## src/sv/spd_pkg.sv

```systemverilog
// Shared types, constants and helpers for the serial packet deframer.
package spd_pkg;

  localparam logic [7:0]  MARK_START    = 8'hAA;
  localparam logic [7:0]  MARK_END      = 8'h55;
  localparam logic [7:0]  TYPE_LONG     = 8'h01;
  localparam logic [7:0]  TYPE_SEIZURE  = 8'h02;
  localparam logic [7:0]  TYPE_BARE     = 8'h05;
  localparam logic [7:0]  TYPE_SHORT_A  = 8'h06;
  localparam logic [7:0]  TYPE_SHORT_B  = 8'h07;
  localparam logic [15:0] TIMEOUT_RESET = 16'd5000;
  localparam logic [15:0] SILENCE_MAX   = 16'hFFFF;
  localparam logic [15:0] ERR_TOTAL_MAX = 16'hFFFF;
  localparam int          ERROR_COUNT_WIDTH_DEF = 16;
  localparam int          QUEUE_DEPTH_DEF       = 2;

  typedef enum logic [2:0] {
    PH_WAIT_START = 3'd0,
    PH_TYPE       = 3'd1,
    PH_PAYLOAD    = 3'd2,
    PH_SUM        = 3'd3,
    PH_END        = 3'd4
  } phase_t;

  typedef enum logic [2:0] {
    CMD_TICK     = 3'd0,
    CMD_SEIZURE  = 3'd1,
    CMD_GOOD     = 3'd2,
    CMD_BAD_TYPE = 3'd3,
    CMD_BAD_SUM  = 3'd4,
    CMD_BAD_END  = 3'd5
  } cmd_op_t;

  typedef enum logic [2:0] {
    EV_SEIZURE  = 3'd0,
    EV_GOOD     = 3'd1,
    EV_BAD_TYPE = 3'd2,
    EV_BAD_SUM  = 3'd3,
    EV_BAD_END  = 3'd4,
    EV_FAULT    = 3'd5
  } evt_t;

  typedef struct packed {
    cmd_op_t    op;
    logic [7:0] ptype;
    logic [7:0] lvl;
    logic [7:0] tm;
  } cmd_t;

  typedef struct packed {
    evt_t        evt;
    logic [7:0]  ptype;
    logic [7:0]  lvl;
    logic [7:0]  tm;
    logic [15:0] err_total;
    logic        fault;
  } res_t;

  typedef struct packed {
    logic       ok;
    logic [1:0] len;
  } type_len_t;

  function automatic type_len_t type_length(input logic [7:0] t);
    type_len_t r;
    r.ok  = 1'b1;
    r.len = 2'd0;
    unique case (t)
      TYPE_LONG:    r.len = 2'd3;
      TYPE_SEIZURE: r.len = 2'd2;
      TYPE_BARE:    r.len = 2'd0;
      TYPE_SHORT_A: r.len = 2'd1;
      TYPE_SHORT_B: r.len = 2'd1;
      default:      r.ok  = 1'b0;
    endcase
    return r;
  endfunction

endpackage

```

## src/sv/spd_fifo.sv

```systemverilog
// Small register queue used between front, back and result port.
module spd_fifo
  import spd_pkg::*;
#(
  parameter int W     = 8,
  parameter int DEPTH = QUEUE_DEPTH_DEF
) (
  input  logic         clk,
  input  logic         rst_n,
  input  logic         push,
  input  logic [W-1:0] wdata,
  output logic         full,
  input  logic         pop,
  output logic [W-1:0] rdata,
  output logic         empty
);

  localparam int PW = (DEPTH > 1) ? $clog2(DEPTH) : 1;
  localparam int CW = $clog2(DEPTH + 1);

  logic [W-1:0]  mem_r [DEPTH];
  logic [PW-1:0] wr_ptr_r, wr_ptr_nxt;
  logic [PW-1:0] rd_ptr_r, rd_ptr_nxt;
  logic [CW-1:0] cnt_r, cnt_nxt;
  logic          do_push, do_pop;

  assign full    = (cnt_r == CW'(DEPTH));
  assign empty   = (cnt_r == '0);
  assign do_push = push & ~full;
  assign do_pop  = pop & ~empty;
  assign rdata   = mem_r[rd_ptr_r];

  always_comb begin
    wr_ptr_nxt = wr_ptr_r;
    rd_ptr_nxt = rd_ptr_r;
    cnt_nxt    = cnt_r;
    if (do_push) begin
      wr_ptr_nxt = (wr_ptr_r == PW'(DEPTH - 1)) ? '0 : wr_ptr_r + PW'(1);
    end
    if (do_pop) begin
      rd_ptr_nxt = (rd_ptr_r == PW'(DEPTH - 1)) ? '0 : rd_ptr_r + PW'(1);
    end
    if (do_push && !do_pop) begin
      cnt_nxt = cnt_r + CW'(1);
    end else if (!do_push && do_pop) begin
      cnt_nxt = cnt_r - CW'(1);
    end
  end

  always_ff @(posedge clk) begin
    if (!rst_n) begin
      wr_ptr_r <= '0;
      rd_ptr_r <= '0;
      cnt_r    <= '0;
    end else begin
      wr_ptr_r <= wr_ptr_nxt;
      rd_ptr_r <= rd_ptr_nxt;
      cnt_r    <= cnt_nxt;
    end
  end

  always_ff @(posedge clk) begin
    if (do_push) begin
      mem_r[wr_ptr_r] <= wdata;
    end
  end

  a_cnt_bound: assert property (@(posedge clk) disable iff (!rst_n)
    cnt_r <= CW'(DEPTH))
    else $error("queue count above depth");

  a_ptr_track: assert property (@(posedge clk) disable iff (!rst_n)
    (cnt_r == '0) || (cnt_r == CW'(DEPTH)) |-> wr_ptr_r == rd_ptr_r)
    else $error("queue pointers disagree with count");

  a_push_full: assert property (@(posedge clk) disable iff (!rst_n)
    full && !do_pop |=> cnt_r == CW'(DEPTH))
    else $error("queue lost a beat while full");

endmodule

```

## src/sv/spd_front.sv

```systemverilog
// Front end: byte parser and item classifier feeding the command queue.
module spd_front
  import spd_pkg::*;
(
  input  logic       clk,
  input  logic       rst_n,
  input  logic       acc,
  input  logic       kind,
  input  logic [7:0] rx_byte,
  output logic       cmd_push,
  output cmd_t       cmd
);

  phase_t     phase_r, phase_nxt;
  logic [7:0] type_r, type_nxt;
  logic [1:0] len_r, len_nxt;
  logic [1:0] pos_r, pos_nxt;
  logic [7:0] xor_r, xor_nxt;
  logic [7:0] st0_r, st0_nxt;
  logic [7:0] st1_r, st1_nxt;
  type_len_t  tl;
  logic [1:0] pos_inc;

  assign tl      = type_length(rx_byte);
  assign pos_inc = pos_r + 2'd1;

  always_ff @(posedge clk) begin
    if (!rst_n) begin
      phase_r <= PH_WAIT_START;
      type_r  <= '0;
      len_r   <= '0;
      pos_r   <= '0;
      xor_r   <= '0;
    end else begin
      phase_r <= phase_nxt;
      type_r  <= type_nxt;
      len_r   <= len_nxt;
      pos_r   <= pos_nxt;
      xor_r   <= xor_nxt;
    end
  end

  always_ff @(posedge clk) begin
    st0_r <= st0_nxt;
    st1_r <= st1_nxt;
  end

  always_comb begin
    phase_nxt = phase_r;
    type_nxt  = type_r;
    len_nxt   = len_r;
    pos_nxt   = pos_r;
    xor_nxt   = xor_r;
    st0_nxt   = st0_r;
    st1_nxt   = st1_r;
    cmd_push  = 1'b0;
    cmd.op    = CMD_TICK;
    cmd.ptype = '0;
    cmd.lvl   = '0;
    cmd.tm    = '0;
    if (acc) begin
      if (kind) begin
        cmd_push = 1'b1;
      end else begin
        unique case (phase_r)
          PH_WAIT_START: begin
            if (rx_byte == MARK_START) begin
              phase_nxt = PH_TYPE;
              xor_nxt   = '0;
              pos_nxt   = '0;
            end
          end
          PH_TYPE: begin
            type_nxt = rx_byte;
            len_nxt  = tl.len;
            if (!tl.ok) begin
              phase_nxt = PH_WAIT_START;
              cmd_push  = 1'b1;
              cmd.op    = CMD_BAD_TYPE;
              cmd.ptype = rx_byte;
            end else begin
              xor_nxt   = rx_byte;
              pos_nxt   = '0;
              phase_nxt = (tl.len == 2'd0) ? PH_SUM : PH_PAYLOAD;
            end
          end
          PH_PAYLOAD: begin
            if (pos_r == 2'd0) begin
              st0_nxt = rx_byte;
            end
            if (pos_r == 2'd1) begin
              st1_nxt = rx_byte;
            end
            xor_nxt = xor_r ^ rx_byte;
            pos_nxt = pos_inc;
            if (pos_inc >= len_r) begin
              phase_nxt = PH_SUM;
            end
          end
          PH_SUM: begin
            if (rx_byte == xor_r) begin
              phase_nxt = PH_END;
            end else begin
              phase_nxt = PH_WAIT_START;
              cmd_push  = 1'b1;
              cmd.op    = CMD_BAD_SUM;
              cmd.ptype = type_r;
            end
          end
          PH_END: begin
            phase_nxt = PH_WAIT_START;
            cmd_push  = 1'b1;
            cmd.ptype = type_r;
            if (rx_byte != MARK_END) begin
              cmd.op = CMD_BAD_END;
            end else if (type_r == TYPE_SEIZURE) begin
              cmd.op  = CMD_SEIZURE;
              cmd.lvl = st0_r;
              cmd.tm  = st1_r;
            end else begin
              cmd.op = CMD_GOOD;
            end
          end
          default: phase_nxt = PH_WAIT_START;
        endcase
      end
    end
  end

endmodule

```

## src/sv/spd_back.sv

```systemverilog
// Back end: error count, link supervision and result formatting.
module spd_back
  import spd_pkg::*;
#(
  parameter int ERR_W = ERROR_COUNT_WIDTH_DEF
) (
  input  logic        clk,
  input  logic        rst_n,
  input  logic        cfg_we,
  input  logic [15:0] cfg_data,
  input  logic        cmd_valid,
  input  cmd_t        cmd,
  output logic        cmd_pop,
  input  logic        res_full,
  output logic        res_push,
  output res_t        res
);

  logic [15:0]      timeout_r;
  logic [15:0]      sil_r, sil_nxt;
  logic [ERR_W-1:0] err_r, err_nxt;
  logic             fault_r, fault_nxt;
  logic [15:0]      sil_inc;

  assign cmd_pop = cmd_valid & ~res_full;
  assign sil_inc = (sil_r != SILENCE_MAX) ? sil_r + 16'd1 : sil_r;

  always_ff @(posedge clk) begin
    if (!rst_n) begin
      timeout_r <= TIMEOUT_RESET;
      sil_r     <= '0;
      err_r     <= '0;
      fault_r   <= 1'b0;
    end else begin
      if (cfg_we) begin
        timeout_r <= cfg_data;
      end
      sil_r   <= sil_nxt;
      err_r   <= err_nxt;
      fault_r <= fault_nxt;
    end
  end

  always_comb begin
    sil_nxt   = sil_r;
    err_nxt   = err_r;
    fault_nxt = fault_r;
    res_push  = 1'b0;
    res.evt   = EV_FAULT;
    res.ptype = cmd.ptype;
    res.lvl   = '0;
    res.tm    = '0;
    if (cmd_pop) begin
      unique case (cmd.op)
        CMD_TICK: begin
          sil_nxt   = sil_inc;
          res.ptype = '0;
          if (sil_inc >= timeout_r && !fault_r) begin
            fault_nxt = 1'b1;
            res_push  = 1'b1;
          end
        end
        CMD_SEIZURE, CMD_GOOD: begin
          sil_nxt   = '0;
          fault_nxt = 1'b0;
          res_push  = 1'b1;
          if (cmd.op == CMD_SEIZURE) begin
            res.evt = EV_SEIZURE;
            res.lvl = cmd.lvl;
            res.tm  = cmd.tm;
          end else begin
            res.evt = EV_GOOD;
          end
        end
        CMD_BAD_TYPE, CMD_BAD_SUM, CMD_BAD_END: begin
          res_push = 1'b1;
          if (err_r != '1) begin
            err_nxt = err_r + ERR_W'(1);
          end
          priority case (cmd.op)
            CMD_BAD_TYPE: res.evt = EV_BAD_TYPE;
            CMD_BAD_SUM:  res.evt = EV_BAD_SUM;
            default:      res.evt = EV_BAD_END;
          endcase
        end
        default: res_push = 1'b0;
      endcase
    end
    res.fault = fault_nxt;
    if (err_nxt > ERR_W'(ERR_TOTAL_MAX)) begin
      res.err_total = ERR_TOTAL_MAX;
    end else begin
      res.err_total = 16'(err_nxt);
    end
  end

  a_fault_once: assert property (@(posedge clk) disable iff (!rst_n)
    res_push && res.evt == EV_FAULT |-> !fault_r)
    else $error("fault raised while already set");

  a_good_clears: assert property (@(posedge clk) disable iff (!rst_n)
    res_push && (res.evt == EV_GOOD || res.evt == EV_SEIZURE) |=> !fault_r && sil_r == '0)
    else $error("good packet left fault or silence count");

  a_err_mono: assert property (@(posedge clk) disable iff (!rst_n)
    1'b1 |=> err_r >= $past(err_r))
    else $error("error count went down");

  a_res_room: assert property (@(posedge clk) disable iff (!rst_n)
    res_push |-> !res_full)
    else $error("result beat pushed into full queue");

endmodule

```

## src/sv/serial_packet_deframer_unit.sv

```systemverilog
// Top level of the serial packet deframer: front parser, command queue, back end, result queue.
// Commands are registered in the command queue and results in the result queue.
// Throughput: one item per cycle; the front takes a beat whenever the command queue has room.
// The back end drains one command per cycle while the result queue has room.
// Reset (rst_n low, synchronous) empties both queues, returns the parser to waiting for
// start, clears error count, silence count and fault, and loads the timeout with 5000.
module serial_packet_deframer_unit
  import spd_pkg::*;
#(
  parameter int ERROR_COUNT_WIDTH = ERROR_COUNT_WIDTH_DEF,
  parameter int QUEUE_DEPTH       = QUEUE_DEPTH_DEF
) (
  input  logic        clk,
  input  logic        rst_n,
  input  logic        in_push,
  output logic        in_full,
  input  logic        in_kind,
  input  logic [7:0]  in_rx_byte,
  output logic        out_empty,
  input  logic        out_pop,
  output logic [2:0]  out_event_res,
  output logic [7:0]  out_packet_type,
  output logic [7:0]  out_seizure_level,
  output logic [7:0]  out_seizure_time,
  output logic [15:0] out_error_total,
  output logic        out_link_fault,
  input  logic        cfg_valid,
  output logic        cfg_ready,
  input  logic [15:0] cfg_timeout_ticks
);

  localparam int CMD_W = $bits(cmd_t);
  localparam int RES_W = $bits(res_t);

  logic             acc;
  logic             cmd_push, cmd_full, cmd_empty, cmd_pop;
  cmd_t             cmd_in, cmd_out;
  logic [CMD_W-1:0] cmd_rdata;
  logic             res_push, res_full;
  res_t             res_in, res_out;
  logic [RES_W-1:0] res_rdata;

  assign cfg_ready = 1'b1;
  assign in_full   = cmd_full;
  assign acc       = in_push & ~cmd_full;
  assign cmd_out   = cmd_t'(cmd_rdata);
  assign res_out   = res_t'(res_rdata);

  spd_front u_front (
    .clk      (clk),
    .rst_n    (rst_n),
    .acc      (acc),
    .kind     (in_kind),
    .rx_byte  (in_rx_byte),
    .cmd_push (cmd_push),
    .cmd      (cmd_in)
  );

  spd_fifo #(
    .W     (CMD_W),
    .DEPTH (QUEUE_DEPTH)
  ) u_cmd_q (
    .clk   (clk),
    .rst_n (rst_n),
    .push  (cmd_push),
    .wdata (cmd_in),
    .full  (cmd_full),
    .pop   (cmd_pop),
    .rdata (cmd_rdata),
    .empty (cmd_empty)
  );

  spd_back #(
    .ERR_W (ERROR_COUNT_WIDTH)
  ) u_back (
    .clk       (clk),
    .rst_n     (rst_n),
    .cfg_we    (cfg_valid & cfg_ready),
    .cfg_data  (cfg_timeout_ticks),
    .cmd_valid (~cmd_empty),
    .cmd       (cmd_out),
    .cmd_pop   (cmd_pop),
    .res_full  (res_full),
    .res_push  (res_push),
    .res       (res_in)
  );

  spd_fifo #(
    .W     (RES_W),
    .DEPTH (QUEUE_DEPTH)
  ) u_res_q (
    .clk   (clk),
    .rst_n (rst_n),
    .push  (res_push),
    .wdata (res_in),
    .full  (res_full),
    .pop   (out_pop),
    .rdata (res_rdata),
    .empty (out_empty)
  );

  assign out_event_res     = res_out.evt;
  assign out_packet_type   = res_out.ptype;
  assign out_seizure_level = res_out.lvl;
  assign out_seizure_time  = res_out.tm;
  assign out_error_total   = res_out.err_total;
  assign out_link_fault    = res_out.fault;

endmodule
```

## config.mk

```make
export PLATFORM = sky130hd
export DESIGN_NAME = serial_packet_deframer_unit
export DESIGN_NICKNAME = d
export VERILOG_FILES = /design/src/sv/spd_pkg.sv /design/src/sv/spd_fifo.sv /design/src/sv/spd_front.sv /design/src/sv/spd_back.sv /design/src/sv/serial_packet_deframer_unit.sv
export SDC_FILE = /design/constraint.sdc
export NUM_CORES = 1
export LEC_CHECK = 0
export BUFFER_PORTS_ARGS = -buffer_cell sky130_fd_sc_hd__buf_2
export CORE_UTILIZATION = 35
export DETAILED_ROUTE_END_ITERATION = 12
export PLACE_DENSITY = 0.49
export RECOVER_POWER = 100
export REMOVE_ABC_BUFFERS = 1
export SLEW_MARGIN = 10
export SYNTH_ARGS = -nofsm -noshare
export SYNTH_HDL_FRONTEND = slang
export SYNTH_HIERARCHICAL = 1
export SYNTH_SLANG_ARGS = --single-unit
```

## constraint.sdc

```tcl
create_clock -name clk -period 7.59 [get_ports clk]
set_input_delay 0 -clock clk [delete_from_list [all_inputs] [get_ports clk]]
set_output_delay 0 -clock clk [all_outputs]
set_load 0.01 [all_outputs]
```

==> impl_results.md <==
- Status: finished, violations left
- Failing checks: max-capacitance violations, max-slew violations
- Post-Route WL: 23300 µm
- Avg Synthesized Cell Area: 11.8 µm²
- Worst-Margin Slew: 2840 ps
- Worst EP required: 7760 ps
- First-pass GRT wire length: 37500 µm
- Fraction of synthesized cell area in xor and xnor cells: 2.90%
- FF+latch count, synth: 240
- Pwr Density: 288 nW/µm²
- Die area: 32600 µm²
- Die height: 181 µm
- Met2 Track Usage GR: 23.6%
- M3 GR Usage: 2.47%
- Setup CP Type: register to register
- DR DRC count: 0
- Fillcell total: 3032
- Sink Count: 240
- Maximum vdd drop: 0.000180 V
- Finished Cell Area: 12900 µm²
- H-tree levels: 1
- Worst r2r src: u_back/sil_r[6]$_SDFFE_PN0P_
- Gr busiest metal: met2
- Critical-path cell list: and4_1, nand3_1, nor2_1, nor3_1, xor2_1, ha_1, nand3_1, nor4_1, a31oi_1, a21oi_1, o21a_1, inv_1, nor3_1, buf_4
- Ant diodes: 0
- Commonest cells after routing, fill and taps aside: edfxtp_1, dfxtp_1, nand2_1
- Longest Clk Path Bufs: 3
- GRT overflow: 0
- Post-synth EDFFs: 158
- DR vias/cell: 4.98
- Clock transition at path regs: 60 ps
- Final hold violations: 0
- Max-cap viol count: 5
- Sequential share of the synthesized area: 57.2%
- RSZ-0062 raised after global routing: false
- TritonCTS clock tree: yes
- GP Congestion: 0.797
- Pins Over Slew Limit: 146
- Post-route setup TNS: 0 ps
- Setup crit start kind: register
- Post-synthesis mux area share: 9.19%
- Slowest cell on the critical path: buf_4
- Via count: 7268
- Synth Area in Simple Gates: 15.9%
- Clock Latency Late Sink: 550 ps
- Reg-to-reg slack, setup: 3440 ps
- Worst Hold Class: input port to register
- Crit-path max cell delay: 580 ps
- Synthesized instance count: 942
- Hold Startpoint: cfg_valid
- Largest net degree at the start of global routing: 86
- Cell depth of the worst flop-to-flop path: 14
- Row count: 65
- Compound-gate portion of the synthesized area: 8.69%
- Number of distinct library cells after synthesis: 75
- Routed Antenna Nets: 0
- Peak fanout along the critical path: 44
- P&R area growth vs syn: 15.8%
- Warnings, synthesis: 6
- Crit. End Element: register
- Met1 Use GR: 19.0%
- R2R Path End: u_res_q/mem_r[0][28]$_DFFE_PP_
- TritonRoute pass-1 iters: 5
- Core area: 31500 µm²
- Pleak: 4.48 nW
- Port Buffer Count: 75
- Hold path cells: 3
- Setup-failing EPs final: 0
- NumNets Final: 1090
- Vias in the first global route: 7059
- Largest family of logic cells by synthesized area: simple AND/OR/NAND/NOR gates
- DP HPWL: 14400 µm
- Initial Util: 35.5%
- Fmax: 241 MHz
- Ys flop type: edfxtp_1
- CP bufs+invs: 2
- Max-slew headroom: -89.5%
- Min Tclk post-route: 4150 ps
- Critical path arrival: 4320 ps
- Worst Skew: 18.1 ps
- Cell Area, Synth: 11200 µm²
- Final period util: 54.7%
- Post-DP Area: 11800 µm²
- Hold EP: u_back/timeout_r[15]$_SDFFE_PN0P_
- Initial DRC count: 414
- CP top delay family: simple AND/OR/NAND/NOR gates
- Proportion of layout cells with a drive suffix above 1: 13.6%
- Inserted Clock Buffers: 27
- GRT Resource Usage Total: 14.2%
- WL per Instance: 15.9 µm
- Boundary Pins: 77
- Die X: 181 µm
- Synth Area in Adders: 2.69%
- Asr flop ratio synth: 0%
- Clock root cell: clkbuf_16
- Commonest non-fill, non-tap cell in the layout: edfxtp_1
- Antenna violations before repair: 0
-- worst max-delay path by stage --
stage          depth (start not counted)                    startpoint  slack (ps)                              to
3_3_place_gp                          14  u_back/sil_r[6]$_SDFFE_PN0P_        3580  u_res_q/mem_r[0][19]$_DFFE_PP_
2_1_floorplan                         13  u_back/sil_r[5]$_SDFFE_PN0P_        2990   u_res_q/mem_r[0][0]$_DFFE_PP_
4_1_cts                               15  u_back/sil_r[6]$_SDFFE_PN0P_        3500   u_res_q/cnt_r[1]$_SDFFE_PN0P_
6_report                              14  u_back/sil_r[6]$_SDFFE_PN0P_        3440  u_res_q/mem_r[0][28]$_DFFE_PP_
3_5_place_dp                          15  u_back/sil_r[6]$_SDFFE_PN0P_        3520   u_res_q/cnt_r[1]$_SDFFE_PN0P_
5_1_grt                               14  u_back/sil_r[6]$_SDFFE_PN0P_        2960  u_res_q/mem_r[0][28]$_DFFE_PP_
-- layer usage --
layer  vias to the layer above  routed length, µm  share of wire, %
li1                       3649                  -                 -
met1                      3463              11100                48
met2                       122              10800                47
met3                        34                933               4.0
met4                         0                390               1.7
met5                         -                  0                 0
-- synth_stat cells, drive strengths merged, types with 13 or more instances --
library cell | instances | area (µm²)
a21boi | 15 | 113
a21oi | 32 | 164
and2 | 65 | 409
and3 | 13 | 81.3
buf | 26 | 170
clkbuf | 29 | 111
dfxtp | 82 | 1640
edfxtp | 158 | 4740
ha | 24 | 300
inv | 26 | 97.6
mux2 | 75 | 856
mux2i | 17 | 170
nand2 | 71 | 274
nand2b | 13 | 81.3
nand3 | 42 | 210
nand4 | 14 | 93.8
nor2 | 30 | 115
nor2b | 17 | 114
nor3 | 14 | 91.3
nor4 | 14 | 87.6
o21ai | 39 | 195
xnor2 | 24 | 210
xor2 | 13 | 114
-- cells by family (layout without fill, tap and decap cells) --
| kind of cell | count (synthesis) | after routing |
|---|---|---|
| other cells | 1 | 1 |
| buf+inv | 81 | 196 |
| xor+xnor | 37 | 37 |
| fa+ha+maj | 24 | 24 |
| mux | 92 | 92 |
| simple gates | 321 | 321 |
| flops | 240 | 240 |
| compound gates | 146 | 146 |
-- where the power goes --
part / total, mW / internal [mW] / switching, mW / leakage [nW]
registers: 1.65 / 1.60 / 0.0475 / 2.10
clock network: 1.29 / 0.769 / 0.517 / 0.418
logic: 0.782 / 0.318 / 0.464 / 1.96
total: 3.72 / 2.69 / 1.03 / 4.48
-- worst min-delay path: stages --
cell,delay [ps]
buf_2,270
mux2i_1,180
nor2b_1,90
-- registers in the layout (all words and copies together), names as in the netlist, 3 cells and up, named ones only --
register / count
u_front/st0_r: 8
u_back/err_r: 16
u_front/st1_r: 8
u_back/timeout_r: 16
u_front/xor_r: 8
u_back/sil_r: 16
u_front/type_r: 8
u_res_q/mem_r: 88
u_cmd_q/mem_r: 54
u_front/phase_r: 3
-- through the flow --
stage                     instances  hold WS (ps)  power [mW]  utilization [%]  setup WS (ps)
after global routing           1459          52.6        3.92             41.1           2960
after CTS                      1459          14.2        3.83             41.6           3500
final                          1459          31.2        3.72             41.1           3440
after detailed placement       1373           219        2.51             37.6           3520
after global placement         1373           217        2.50             37.6           3580
after floorplan                 887          98.6        2.21                -           2990
-- area by class of cell --
class | count | area [µm²] | share of cell area [%]
Clock buffer | 33 | 708 | 5.48
Clock inverter | 17 | 180 | 1.39
Inverter | 26 | 97.6 | 0.755
Multi-Input combinational cell | 621 | 4320 | 33.4
Sequential cell | 240 | 6390 | 49.4
Tap cell | 402 | 503 | 3.89
Timing Repair Buffer | 120 | 727 | 5.62
-- repair_timing --
| item | in CTS | in global routing |
|---|---|---|
| endpoints found under the hold margin | 64 | 0 |
| gates resized for setup | 0 | 0 |
| hold buffers | 36 | 0 |
| buffers inserted | 0 | 0 |
(Power assumes the default switching activity.)
